===== config.mk =====
export PLATFORM = sky130hd
export DESIGN_NAME = access_key_authorization_table
export DESIGN_NICKNAME = d
export VERILOG_FILES = /design/src/design/akat_pkg.sv /design/src/design/akat_ram.sv /design/src/design/access_key_authorization_table.sv
export SDC_FILE = /design/constraint.sdc
export NUM_CORES = 1
export LEC_CHECK = 0
export ABC_AREA = 0
export BUFFER_PORTS_ARGS = -buffer_cell sky130_fd_sc_hd__buf_4
export CORE_UTILIZATION = 40
export CTS_CLUSTER_SIZE = 28
export DETAILED_ROUTE_END_ITERATION = 12
export GPL_ROUTABILITY_DRIVEN = 0
export PLACE_DENSITY = 0.63
export SETUP_SLACK_MARGIN = 0.2
export SLEW_MARGIN = 20
export SYNTH_ARGS = -nofsm -noshare
export SYNTH_HDL_FRONTEND = slang
export SYNTH_HIERARCHICAL = 1
export SYNTH_SLANG_ARGS = --single-unit

===== constraint.sdc =====
create_clock -name clk_i -period 16.9 [get_ports clk_i]
set_input_delay 0.845 -clock clk_i [delete_from_list [all_inputs] [get_ports clk_i]]
set_output_delay 0.845 -clock clk_i [all_outputs]
set_load 0.02 [all_outputs]

===== src/design/akat_pkg.sv =====
`default_nettype none
package akat_pkg;
  localparam logic [1:0] KIND_AUTH  = 2'd0;
  localparam logic [1:0] KIND_QUERY = 2'd1;
  localparam logic [1:0] KIND_CLR   = 2'd2;
  localparam logic [1:0] KIND_CLRALL = 2'd3;

  localparam logic [2:0] REG_MGMT_KEY = 3'd0;
  localparam logic [2:0] REG_CFG_KEY  = 3'd1;
  localparam logic [2:0] REG_MAX_KEY  = 3'd2;
  localparam logic [2:0] REG_KEYS_EN  = 3'd3;
  localparam logic [2:0] REG_TO_EN    = 3'd4;
  localparam logic [2:0] REG_TO_TICKS = 3'd5;
  localparam logic [2:0] REG_EXT_TIME = 3'd6;

  localparam logic [1:0] LVL_NONE = 2'd0;
  localparam logic [1:0] LVL_MGMT = 2'd1;
  localparam logic [1:0] LVL_CFG  = 2'd2;
  localparam logic [1:0] LVL_MAX  = 2'd3;

  localparam int EntryW = 50;

  typedef struct packed {
    logic [15:0] addr;
    logic [1:0]  lvl;
    logic [31:0] stamp;
  } entry_t;
endpackage
`default_nettype wire


===== src/design/akat_ram.sv =====
`default_nettype none
module akat_ram #(
  parameter int Width = 8,
  parameter int Depth = 8
) (
  input  wire logic                     clk_i,
  input  wire logic                     we_i,
  input  wire logic [$clog2(Depth)-1:0] waddr_i,
  input  wire logic [Width-1:0]         wdata_i,
  input  wire logic [$clog2(Depth)-1:0] raddr_i,
  output logic [Width-1:0]              rdata_o
);
  logic [Width-1:0] mem_q [Depth];

  always_ff @(posedge clk_i) begin
    if (we_i) mem_q[waddr_i] <= wdata_i;
    rdata_o <= mem_q[raddr_i];
  end
endmodule
`default_nettype wire


===== src/design/access_key_authorization_table.sv =====
`default_nettype none
// Access level table for 16-bit device addresses, held in one synchronous RAM.
// start is taken only while busy is low; each item gives exactly one result,
// shown for one cycle with done_o high, and the receiver cannot stall it.
// A query or clear reads up to the fill count, one entry at a time (issue read,
// test); a clear of one address adds a shift pass over every later entry. A grant
// runs a compaction pass (read, test expiry, write back), a search pass and, on a
// full table, an oldest-stamp pass, each over the entries one by one.
// Clear all only resets the fill count. No clearing pass.
module access_key_authorization_table
  import akat_pkg::*;
#(
  parameter int TABLE_DEPTH = 8
) (
  input  wire logic        clk_i,
  input  wire logic        rst_ni,
  input  wire logic        start,
  output logic             busy,
  input  wire logic [1:0]  kind_i,
  input  wire logic [15:0] address_i,
  input  wire logic [31:0] key_i,
  input  wire logic [31:0] now_time_i,
  output logic             done_o,
  output logic [1:0]       level_o,
  output logic             denied_o,
  input  wire logic        cfg_valid_i,
  output logic             cfg_ready_o,
  input  wire logic [2:0]  cfg_index_i,
  input  wire logic [31:0] cfg_data_i
);
  localparam int AW = (TABLE_DEPTH > 1) ? $clog2(TABLE_DEPTH) : 1;
  localparam int CW = $clog2(TABLE_DEPTH + 1);
  localparam logic [CW-1:0] DepthC = CW'(TABLE_DEPTH);

  localparam logic [3:0] S_IDLE   = 4'd0;
  localparam logic [3:0] S_CRD    = 4'd1;  // compaction: issue read
  localparam logic [3:0] S_CCHK   = 4'd2;  // compaction: test and write back
  localparam logic [3:0] S_SRD    = 4'd3;  // search: issue read
  localparam logic [3:0] S_SCHK   = 4'd4;
  localparam logic [3:0] S_ORD    = 4'd5;  // oldest search
  localparam logic [3:0] S_OCHK   = 4'd6;
  localparam logic [3:0] S_WR     = 4'd7;
  localparam logic [3:0] S_SHRD   = 4'd8;  // shift after clear address
  localparam logic [3:0] S_SHWR   = 4'd9;
  localparam logic [3:0] S_DONE   = 4'd10;

  logic [31:0] mgmt_key_q, cfg_key_q, max_key_q, to_ticks_q;
  logic keys_en_q, to_en_q, ext_time_q;

  logic [3:0]    state_q, state_d;
  logic [CW-1:0] count_q, count_d;
  logic [31:0]   tick_q, tick_d;
  logic [CW-1:0] rd_q, rd_d;   // read pointer
  logic [CW-1:0] wr_q, wr_d;   // write pointer / found index
  logic [1:0]    kind_q, kind_d;
  logic [15:0]   addr_q, addr_d;
  logic [1:0]    lvl_q, lvl_d;
  logic          den_q, den_d;
  logic [31:0]   now_q, now_d;
  logic [31:0]   old_stamp_q, old_stamp_d;
  logic [CW-1:0] old_idx_q, old_idx_d;
  logic          done_q, done_d;

  logic          we;
  logic [AW-1:0] waddr, raddr;
  entry_t        wdata, rdata;
  logic [EntryW-1:0] rdata_raw;

  akat_ram #(.Width(EntryW), .Depth(TABLE_DEPTH)) u_ram (
    .clk_i  (clk_i),
    .we_i   (we),
    .waddr_i(waddr),
    .wdata_i(wdata),
    .raddr_i(raddr),
    .rdata_o(rdata_raw)
  );
  assign rdata = entry_t'(rdata_raw);

  assign busy        = (state_q != S_IDLE);
  assign cfg_ready_o = 1'b1;
  assign done_o      = done_q;
  assign level_o     = lvl_q;
  assign denied_o    = den_q;

  always_ff @(posedge clk_i or negedge rst_ni) begin
    if (!rst_ni) begin
      mgmt_key_q <= '1;
      cfg_key_q  <= '1;
      max_key_q  <= '1;
      keys_en_q  <= 1'b0;
      to_en_q    <= 1'b0;
      to_ticks_q <= '0;
      ext_time_q <= 1'b0;
    end else if (cfg_valid_i) begin
      unique case (cfg_index_i)
        REG_MGMT_KEY: mgmt_key_q <= cfg_data_i;
        REG_CFG_KEY:  cfg_key_q  <= cfg_data_i;
        REG_MAX_KEY:  max_key_q  <= cfg_data_i;
        REG_KEYS_EN:  keys_en_q  <= cfg_data_i[0];
        REG_TO_EN:    to_en_q    <= cfg_data_i[0];
        REG_TO_TICKS: to_ticks_q <= cfg_data_i;
        REG_EXT_TIME: ext_time_q <= cfg_data_i[0];
        default: ;
      endcase
    end
  end

  logic expired;
  assign expired = to_en_q && ((now_q - rdata.stamp) >= to_ticks_q);

  always_comb begin
    state_d = state_q;
    count_d = count_q;
    tick_d  = tick_q;
    rd_d    = rd_q;
    wr_d    = wr_q;
    kind_d  = kind_q;
    addr_d  = addr_q;
    lvl_d   = lvl_q;
    den_d   = den_q;
    now_d   = now_q;
    old_stamp_d = old_stamp_q;
    old_idx_d   = old_idx_q;
    done_d  = 1'b0;
    we      = 1'b0;
    waddr   = wr_q[AW-1:0];
    wdata   = rdata;
    raddr   = rd_q[AW-1:0];

    unique case (state_q)
      S_IDLE: begin
        if (start) begin
          kind_d = kind_i;
          addr_d = address_i;
          lvl_d  = LVL_NONE;
          den_d  = 1'b0;
          now_d  = now_time_i;
          rd_d   = '0;
          wr_d   = '0;
          priority case (kind_i)
            KIND_AUTH: begin
              priority if (!keys_en_q || key_i == max_key_q) lvl_d = LVL_MAX;
              else if (key_i == cfg_key_q) lvl_d = LVL_CFG;
              else if (key_i == mgmt_key_q) lvl_d = LVL_MGMT;
              else den_d = 1'b1;
              if (key_i != max_key_q && key_i != cfg_key_q &&
                  key_i != mgmt_key_q && keys_en_q) begin
                state_d = S_DONE;
              end else begin
                if (!ext_time_q) begin
                  tick_d = tick_q + 32'd1;
                  now_d  = tick_q + 32'd1;
                end
                state_d = S_CRD;
              end
            end
            KIND_CLRALL: begin
              count_d = '0;
              state_d = S_DONE;
            end
            default: state_d = S_SRD;
          endcase
        end
      end
      // compaction: rd walks all entries, wr keeps the survivors
      S_CRD: begin
        if (rd_q == count_q) begin
          count_d = wr_q;
          rd_d    = '0;
          state_d = S_SRD;
        end else begin
          state_d = S_CCHK;
        end
      end
      S_CCHK: begin
        if (!expired) begin
          we   = 1'b1;
          wr_d = wr_q + CW'(1);
        end
        rd_d    = rd_q + CW'(1);
        raddr   = rd_d[AW-1:0];
        state_d = S_CRD;
      end
      S_SRD: begin
        if (rd_q == count_q) begin
          // not found
          priority case (kind_q)
            KIND_AUTH: begin
              if (count_q != DepthC) begin
                wr_d    = count_q;
                count_d = count_q + CW'(1);
                state_d = S_WR;
              end else begin
                rd_d      = '0;
                old_idx_d = '0;
                state_d   = S_ORD;
              end
            end
            default: state_d = S_DONE;
          endcase
        end else begin
          state_d = S_SCHK;
        end
      end
      S_SCHK: begin
        if (rdata.addr == addr_q) begin
          wr_d = rd_q;
          priority case (kind_q)
            KIND_AUTH: state_d = S_WR;
            KIND_QUERY: begin
              if (!ext_time_q) begin
                tick_d = tick_q + 32'd1;
                now_d  = tick_q + 32'd1;
              end
              state_d = S_OCHK;  // reuses rdata for expiry test below
              kind_d  = KIND_QUERY;
            end
            default: begin
              rd_d    = rd_q + CW'(1);
              state_d = S_SHRD;
            end
          endcase
        end else begin
          rd_d    = rd_q + CW'(1);
          raddr   = rd_d[AW-1:0];
          state_d = S_SRD;
        end
      end
      S_ORD: begin
        if (rd_q == count_q) begin
          wr_d    = old_idx_q;
          state_d = S_WR;
        end else begin
          state_d = S_OCHK;
        end
      end
      S_OCHK: begin
        if (kind_q == KIND_QUERY) begin
          // rdata still holds the found entry (raddr held)
          lvl_d   = expired ? LVL_NONE : rdata.lvl;
          state_d = S_DONE;
        end else begin
          if (rd_q == '0 || rdata.stamp < old_stamp_q) begin
            old_stamp_d = rdata.stamp;
            old_idx_d   = rd_q;
          end
          rd_d    = rd_q + CW'(1);
          raddr   = rd_d[AW-1:0];
          state_d = S_ORD;
        end
      end
      S_WR: begin
        we          = 1'b1;
        wdata.addr  = addr_q;
        wdata.lvl   = lvl_q;
        wdata.stamp = now_q;
        state_d     = S_DONE;
      end
      // remove at wr: copy rd entry to rd-1
      S_SHRD: begin
        if (rd_q == count_q) begin
          count_d = count_q - CW'(1);
          state_d = S_DONE;
        end else begin
          state_d = S_SHWR;
        end
      end
      S_SHWR: begin
        we      = 1'b1;
        wr_d    = rd_q;
        rd_d    = rd_q + CW'(1);
        raddr   = rd_d[AW-1:0];
        state_d = S_SHRD;
      end
      S_DONE: begin
        if (kind_q == KIND_CLR || kind_q == KIND_CLRALL) lvl_d = LVL_NONE;
        done_d  = 1'b1;
        state_d = S_IDLE;
      end
      default: state_d = S_IDLE;
    endcase
  end

  // final level is valid in the cycle done_q is high
  always_ff @(posedge clk_i or negedge rst_ni) begin
    if (!rst_ni) begin
      state_q <= S_IDLE;
      count_q <= '0;
      tick_q  <= '0;
      done_q  <= 1'b0;
      lvl_q   <= LVL_NONE;
      den_q   <= 1'b0;
      kind_q  <= KIND_AUTH;
    end else begin
      state_q <= state_d;
      count_q <= count_d;
      tick_q  <= tick_d;
      done_q  <= done_d;
      lvl_q   <= lvl_d;
      den_q   <= den_d;
      kind_q  <= kind_d;
    end
  end

  always_ff @(posedge clk_i) begin
    rd_q        <= rd_d;
    wr_q        <= wr_d;
    addr_q      <= addr_d;
    now_q       <= now_d;
    old_stamp_q <= old_stamp_d;
    old_idx_q   <= old_idx_d;
  end
endmodule
`default_nettype wire


==> impl_results.md, run 1 <==
- Avg Cell Area, Syn: 15.3 sq um
- Most area-consuming cells after synthesis: edfxtp_1 (45%), mux4_1 (8.0%), mux2_2 (8.0%)
- Layout area overhead: 14.4%
- Clock slew at reported path FFs: 60 ps
- Gr ovfl total: 0
- Post-synthesis simple-gate area fraction: 5.48%
- Rel. slew slack: 26.9%
- ANT nets after route: 0
- Setup violations, final: 0
- Top-area cell type share of the netlist area: 45.0%
- Initial Util: 40.6%
- Most frequent cells in the layout: edfxtp_1 (492), mux2_2 (232), buf_4 (150), xor2_1 (134), inv_1 (121)
- Routed wire length: 75.3 mm
- Dpl hpwl: 50.8 mm
- Fin Setup TNS: 0 ps
- Cell taking the most area after synthesis: edfxtp_1
- Remaining DRCs: 0
- CP arrival: 6800 ps
- Row cnt: 104
- Flop pwr share: 37.6%
- Number of diodes: 0
- Unique masters post-synth: 79
- # resized after CTS: 0
- Status: finished, final reports clean
- Clock Latency Late Sink: 650 ps
- Commonest non-fill, non-tap cell in the layout: edfxtp_1
- VDD IR max: 0.132 mV
- RSZ-0062 raised after global routing: false
- Cell Pwr Density: 191 nW/um^2
- Port buffer count: 125
- Fin crit share: 38.8%
- Max Cap Violations: 0
- Switching power: 2.45 mW
- Max FO, Critical Path: 35
- EDFF count, synth: 492
- Post-synthesis net count: 2373
- CTS tree: built
- Total setup buffers inserted after CTS: 0
- First-pass GRT wire length: 115 mm
- Non-filler cells, final: 3424
- Die H: 289 microns
- Sw Ratio: 34.1%
- DP Worst Slack: 10320 ps
- XOR/XNOR Fraction of Synth Area: 5.65%
- Via Count: 18.3k
- Required @ worst endpoint: 17150 ps
- Internal Power: 4.73 mW
- Fmax: 153 MHz
- Total global-route track usage: 18.4%
- Fin. Hold Viols: 0
- Largest net degree at the start of global routing: 80
- Placed insts: 3286
- Crit. End Element: register
- Yosys reg bits: 719
- Main synth FF type: edfxtp_1
- Sequential area share after synthesis: 61.9%
- Core Region: 80900 sq um
- Vias/cell: 5.35
- Die area: 83300 sq um
- First-iteration detailed-routing DRC count: 1220
- Count of mapped cells out of synthesis: 2148
- Final WS setup: 10350 ps
- Clock buffer depth: 3
- Worst Setup Start Kind: register
- Crit Path Class: reg2reg
- Clk_skew: 36.6 ps
- Number of max-slew violations in the final report: 0
- Routed WL per cell: 22.0 microns
- Leakage power: 14.3 nW
- Mux contribution to synthesized area: 16.0%
- Synthesis Warnings: 6
- Synth Area in Compound Gates: 4.43%
- # H-tree levels: 3
- Inserted Clock Buffers: 75
- Post-Syn Area: 32900 sq um
- Initial antenna violation count: 3
- Largest family of logic cells by synthesized area: multiplexers
- Die width: 289 microns
- Logic pwr share: 39.2%
- Worst Tran Pin Value: 1100 ps
- Layout cell share with drive strength beyond 1: 27.0%
- Vias in the first global route: 19.1k
- I/O pins: 127
- Final nets: 2528
- Adder-cell share of the synthesized area: 4.01%
- CTS Hold Bufs: 0
- Clock power share: 23.2%
- HP Class: in2async
- Clock sinks: 719
- FFs w/ async S/R, synth: 24.6%
- DR pass1 iterations: 5
- Minimum clock period: 6550 ps
- CTS root buf: clkbuf_16
==> per-stage QoR <==
step                power [mW]  instance area (sq um)  hold WS [ps]  utilization [%]
floorplan                 4.78                  32900           447                -
global placement          5.48                  35100           460             43.3
detailed placement        5.55                  35100           466             43.3
CTS                       7.23                  37600           210             46.4
global route              7.57                  37600           242             46.4
finish                    7.17                  37600           220             46.4
==> routing by layer <==
layer / up-vias / wire, microns / share of wire, % / GRT usage [%]
met2: 509 / 35700 / 47 / 30.1
met4: 0 / 1760 / 2.3 / 5.04
met1: 9250 / 34200 / 45 / 25.4
met5: - / 0 / 0 / 0
met3: 113 / 3710 / 4.9 / 2.83
li1: 8449 / - / - / -
==> power groups by stage <==
| stage | logic, mW | clock network (mW) | registers, mW |
|---|---|---|---|
| finish | 2.81 | 1.66 | 2.70 |
| global route | 3.07 | 1.77 | 2.74 |
| CTS | 2.84 | 1.70 | 2.70 |
| detailed placement | 2.82 | 0 | 2.73 |
| global placement | 2.76 | 0 | 2.71 |
| floorplan | 2.13 | 0 | 2.65 |
==> state kept, by name, summed over array words and instances, names as in the netlist, 2 cells and up <==
register,cells
rd_q,4
kind_q,2
mgmt_key_q,32
old_idx_q,4
cfg_key_q,32
count_q,4
u_ram/rdata_o,50
old_stamp_q,32
addr_q,16
u_ram/mem_q,400
tick_q,32
now_q,32
state_q,4
to_ticks_q,32
max_key_q,32
wr_q,4
level_o,2
==> logic make-up (layout without fill, tap and decap cells) <==
| family | after synthesis | in the layout |
|---|---|---|
| DFF | 719 | 719 |
| and+or+nand+nor | 355 | 355 |
| muxes | 334 | 334 |
| AOI/OAI and AO/OA | 228 | 228 |
| xor gates and xnor gates | 212 | 212 |
| buffers and inverters | 195 | 411 |
| adders and majority gates | 104 | 104 |
| other | 1 | 1 |
==> synthesized netlist by cell type, drive strengths merged (2+ instances only) <==
| cell | count |
|---|---|
| edfxtp | 492 |
| mux2 | 234 |
| xor2 | 134 |
| inv | 122 |
| nor2 | 121 |
| ha | 102 |
| mux4 | 100 |
| dfstp | 96 |
| a21oi | 88 |
| dfrtp | 81 |
| xnor2 | 78 |
| nand2 | 62 |
| dfxtp | 50 |
| clkbuf | 49 |
| a21o | 47 |
| nand4 | 32 |
| o21ai | 32 |
| nor3 | 28 |
| nor4 | 28 |
| nand3 | 26 |
| buf | 24 |
| nand2b | 14 |
| and3 | 10 |
| a31oi | 8 |
| and2 | 8 |
| nor2b | 8 |
| a211oi | 7 |
| o22ai | 5 |
| and4 | 4 |
| o21a | 4 |
| o21bai | 4 |
| a221o | 3 |
| a222oi | 3 |
| nor3b | 3 |
| o31ai | 3 |
| or3 | 3 |
| a2111oi | 2 |
| a21boi | 2 |
| a221oi | 2 |
| a22oi | 2 |
| fa | 2 |
| nand3b | 2 |
| nand4b | 2 |
==> final timing paths <==
| path | to | depth (start not counted) | slack [ps] | start |
|---|---|---|---|---|
| hold / removal | tick_q[1]$_DFFE_PN0P_ | 1 | 220 | rst_ni |
| setup reg to reg | u_ram/mem_q[7][7]$_DFFE_PP_ | 24 | 10350 | now_q[0]$_DFFE_PP_ |
| min in group clk_i | addr_q[12]$_DFFE_PP_ | 1 | 370 | address_i[12] |
| setup / recovery | u_ram/mem_q[7][7]$_DFFE_PP_ | 24 | 10350 | now_q[0]$_DFFE_PP_ |
| hold reg to reg | old_stamp_q[0]$_DFFE_PP_ | 0 | 490 | u_ram/rdata_o[0]$_DFF_P_ |
| max in group asynchronous | level_o[1]$_DFFE_PN0P_ | 2 | 15390 | rst_ni |
==> final cells by class <==
cell class / count / area (sq um)
Fill cell: 7026 / 43300
Clock buffer: 88 / 1970
Clock inverter: 50 / 557
Inverter: 122 / 458
Tap cell: 1060 / 1330
Timing Repair Buffer: 151 / 1140
Sequential cell: 719 / 20300
Multi-Input combinational cell: 1234 / 11800
==> critical path: stages, from the launching register on <==
cell and delay, ps:
edfxtp_1 360, inv_1 80, ha_1 160, inv_2 40, fa_1 390, a21o_1 190
a221oi_1 500, o21a_1 250, a31oi_1 170, a21o_1 230, nand3_1 90, o2bb2ai_1 190
o2111ai_1 190, a21oi_1 200, xnor2_1 140, ha_1 270, a21o_1 160, a21oi_1 160
and4_1 190, a21oi_1 220, o22a_1 260, o21ai_0 240, nand2_1 260, nor2_4 560
buf_4 630
(Power assumes the default switching activity.)
==> run 2: changes to the inputs <==
==> constraint.sdc (replaced) <==
create_clock -name clk_i -period 6.5 [get_ports clk_i]
set_input_delay 0.325 -clock clk_i [delete_from_list [all_inputs] [get_ports clk_i]]
set_output_delay 0.325 -clock clk_i [all_outputs]
set_load 0.02 [all_outputs]
==> impl_results.md, run 2 (synthesis gave the netlist of run 1 again) <==
- Largest regs: u_ram/mem_q x400, u_ram/rdata_o x50
- Hold slack: 52.3 ps (-168 ps)
- Status: finished, final reports clean
- Fin util: 47.5% (+1.0 points)
- Routed wire length: 77.3 mm (+2.7%)
- Worst Tran Pin Value: 940 ps (-155 ps)
- Vias in the first global route: 19.1k (+0.11%)
- Via Count: 18.6k (+1.6%)
- DP Area: 35400 sq um (+0.89%)
- CP arrival: 6190 ps (-610 ps)
- Internal Power: 12.4 mW (+160%)
- Fin. Hold Viols: 0 (unchanged)
- Layout cell share with drive strength beyond 1: 26.8% (-0.22 points)
- Max FO, Critical Path: 23 (-34%)
- CTS tree: built
- RSZ-0062 raised after global routing: false
- VDD IR max: 0.652 mV (+390%)
- Die area: 83300 sq um (unchanged)
- HP Class: in2reg
- Clock sinks: 719 (unchanged)
- Setup violations, final: 0 (unchanged)
- Sw Ratio: 34.5% (+0.40 points)
- Non-filler cells, final: 3492 (+2.0%)
- First-iteration detailed-routing DRC count: 1265 (+3.7%)
- Commonest non-fill, non-tap cell in the layout: edfxtp_1
- Layout area overhead: 16.9%
- Initial Util: 40.6% (unchanged)
- Routed WL per cell: 22.1 microns (+0.69%)
- Inserted Clock Buffers: 75 (unchanged)
- CTS root buf: clkbuf_16
- Logic pwr share: 40.1% (+0.9 points)
- Largest net degree at the start of global routing: 98 (+23%)
- Core Region: 80900 sq um (unchanged)
- # H-tree levels: 3 (unchanged)
- DR pass1 iterations: 5 (unchanged)
- Max Cap Violations: 0 (unchanged)
- WHS Path Cells: 3
- Fin crit share: 90.2% (+51 points)
- Flop pwr share: 37.1% (-0.5 points)
- Worst r2r dst: u_ram/mem_q[2][6]$_DFFE_PP_
- Gr ovfl total: 0 (unchanged)
- First-pass GRT wire length: 116 mm (+1.0%)
- Number of max-slew violations in the final report: 0 (unchanged)
- Leakage power: 14.6 nW (+2.4%)
- Die width: 289 microns (unchanged)
- Max FFs per register: 400 (unchanged)
- Clock buffer depth: 3 (unchanged)
- Worst Setup Start Kind: register
- FF-to-FF Start: now_q[0]$_DFFE_PP_
- Crit Path Class: reg2reg
- Rel. slew slack: 37.2% (+10 points)
- Fmax: 170 MHz (+12%)
- Remaining DRCs: 0 (unchanged)
- Crit. End Element: register
- Final nets: 2594 (+2.6%)
- Total setup buffers inserted after CTS: 0 (unchanged)
- Number of diodes: 0 (unchanged)
- Hold Path End: now_q[25]$_DFFE_PP_
- Clock Latency Late Sink: 640 ps (about the same)
- Cell Pwr Density: 493 nW/um^2 (+160%)
- Total global-route track usage: 18.6% (+0.25 points)
- Clock power share: 22.9% (-0.3 points)
- Reg2reg setup slack: 630 ps (-9720 ps)
- Vias/cell: 5.33 (-0.43%)
- Min-delay src: now_time_i[25]
- Final Cell Area: 38400 sq um (+2.2%)
- Top reg by flops: u_ram/mem_q
- Row cnt: 104 (unchanged)
- Clk_skew: 54.9 ps (+18.3 ps)
- Power Total: 18.9 mW (+160%)
- Clock slew at reported path FFs: 60 ps (about the same)
- Die H: 289 microns (unchanged)
- ANT nets after route: 0 (unchanged)
- Port buffer count: 125 (unchanged)
- I/O pins: 127 (unchanged)
- Minimum clock period: 5870 ps (-685 ps)
- Required @ worst endpoint: 6820 ps (-10330 ps)
- Most frequent cells in the layout: edfxtp_1 (492), mux2_2 (232), buf_4 (149), xor2_1 (134), inv_1 (121)
- Dpl hpwl: 53.8 mm (+5.9%)
- Worst r2r path cells: 24 (unchanged)
- Switching power: 6.54 mW (+170%)
- Initial antenna violation count: 5 (+2)
- Placed insts: 3300 (+0.43%)
## run 2: cell types whose count changed in the layout (fill, tap and decap cells not counted), sizes merged
cell | before | now
dlygate4sd3 | 0 | 52
buf | 151 | 165
clkbuf | 88 | 98
clkinv | 35 | 30
clkinvlp | 6 | 1
inv | 124 | 126
## run 2: how the worst max path moves through the flow
stage	startpoint	endpoint	slack [ps]	depth (start not counted)
CTS	now_q[0]$_DFFE_PP_	u_ram/mem_q[2][3]$_DFFE_PP_	360	23
floorplan	now_q[0]$_DFFE_PP_	u_ram/mem_q[1][0]$_DFFE_PP_	-130	23
global placement	now_q[0]$_DFFE_PP_	u_ram/mem_q[2][12]$_DFFE_PP_	380	23
detailed placement	now_q[0]$_DFFE_PP_	u_ram/mem_q[2][13]$_DFFE_PP_	370	23
finish	now_q[0]$_DFFE_PP_	u_ram/mem_q[2][6]$_DFFE_PP_	630	24
global route	now_q[0]$_DFFE_PP_	u_ram/mem_q[2][10]$_DFFE_PP_	240	24
## run 2: layer usage
| layer | share of wire [%] | global-route usage, % | vias to the layer above |
|---|---|---|---|
| li1 | - | - | 8561 |
| met1 | 45 | 25.2 | 9412 |
| met2 | 47 | 30.7 | 505 |
| met3 | 5.5 | 3.35 | 123 |
| met4 | 2.4 | 5.28 | 4 |
| met5 | 0.034 | 0 | - |
## run 2: cell type report
type / count / area [sq um]
well taps: 1060 / 1330
multi-input cells: 1234 / 11800
clock inverters: 42 / 518
repair buffers: 217 / 1960
inverters: 122 / 458
fillers: 6941 / 42500
clock buffers: 98 / 1990
flip-flops and latches: 719 / 20300
## run 2: power groups by stage
stage	clock (mW)	sequential [mW]	combinational, mW
after floorplan	0	6.87	5.55
after global placement	0	7.05	7.39
after detailed placement	0	7.10	7.56
after CTS	4.43	7.02	7.64
after global routing	4.61	7.11	8.25
final	4.33	7.02	7.59
## run 2: stage by stage
step,setup WS (ps),setup TNS [ps]
floorplan,-125,-31100
global placement,381,0
detailed placement,373,0
CTS,365,0
global route,236,0
finish,635,0
## run 2: critical path, stage by stage (launching register included)
cell,delay (ps)
edfxtp_1,350
inv_1,80
ha_1,150
inv_2,50
fa_1,390
a21o_1,190
a221oi_1,430
o21a_1,240
a31oi_1,170
a21o_1,230
nand3_1,80
o2bb2ai_1,190
o2111ai_1,180
a21oi_1,190
xnor2_1,140
ha_1,260
a21o_1,160
a21oi_1,180
and4_1,220
a21oi_2,130
o22a_1,230
o21ai_0,230
nand2b_1,290
nor2_4,520
buf_12,260
## run 2: timing repair
item                                    in CTS  in global routing
endpoints found under the setup margin       0                357
endpoints found under the hold margin      185                  0
resized for setup                            0                  1
hold buffers                                52                  0
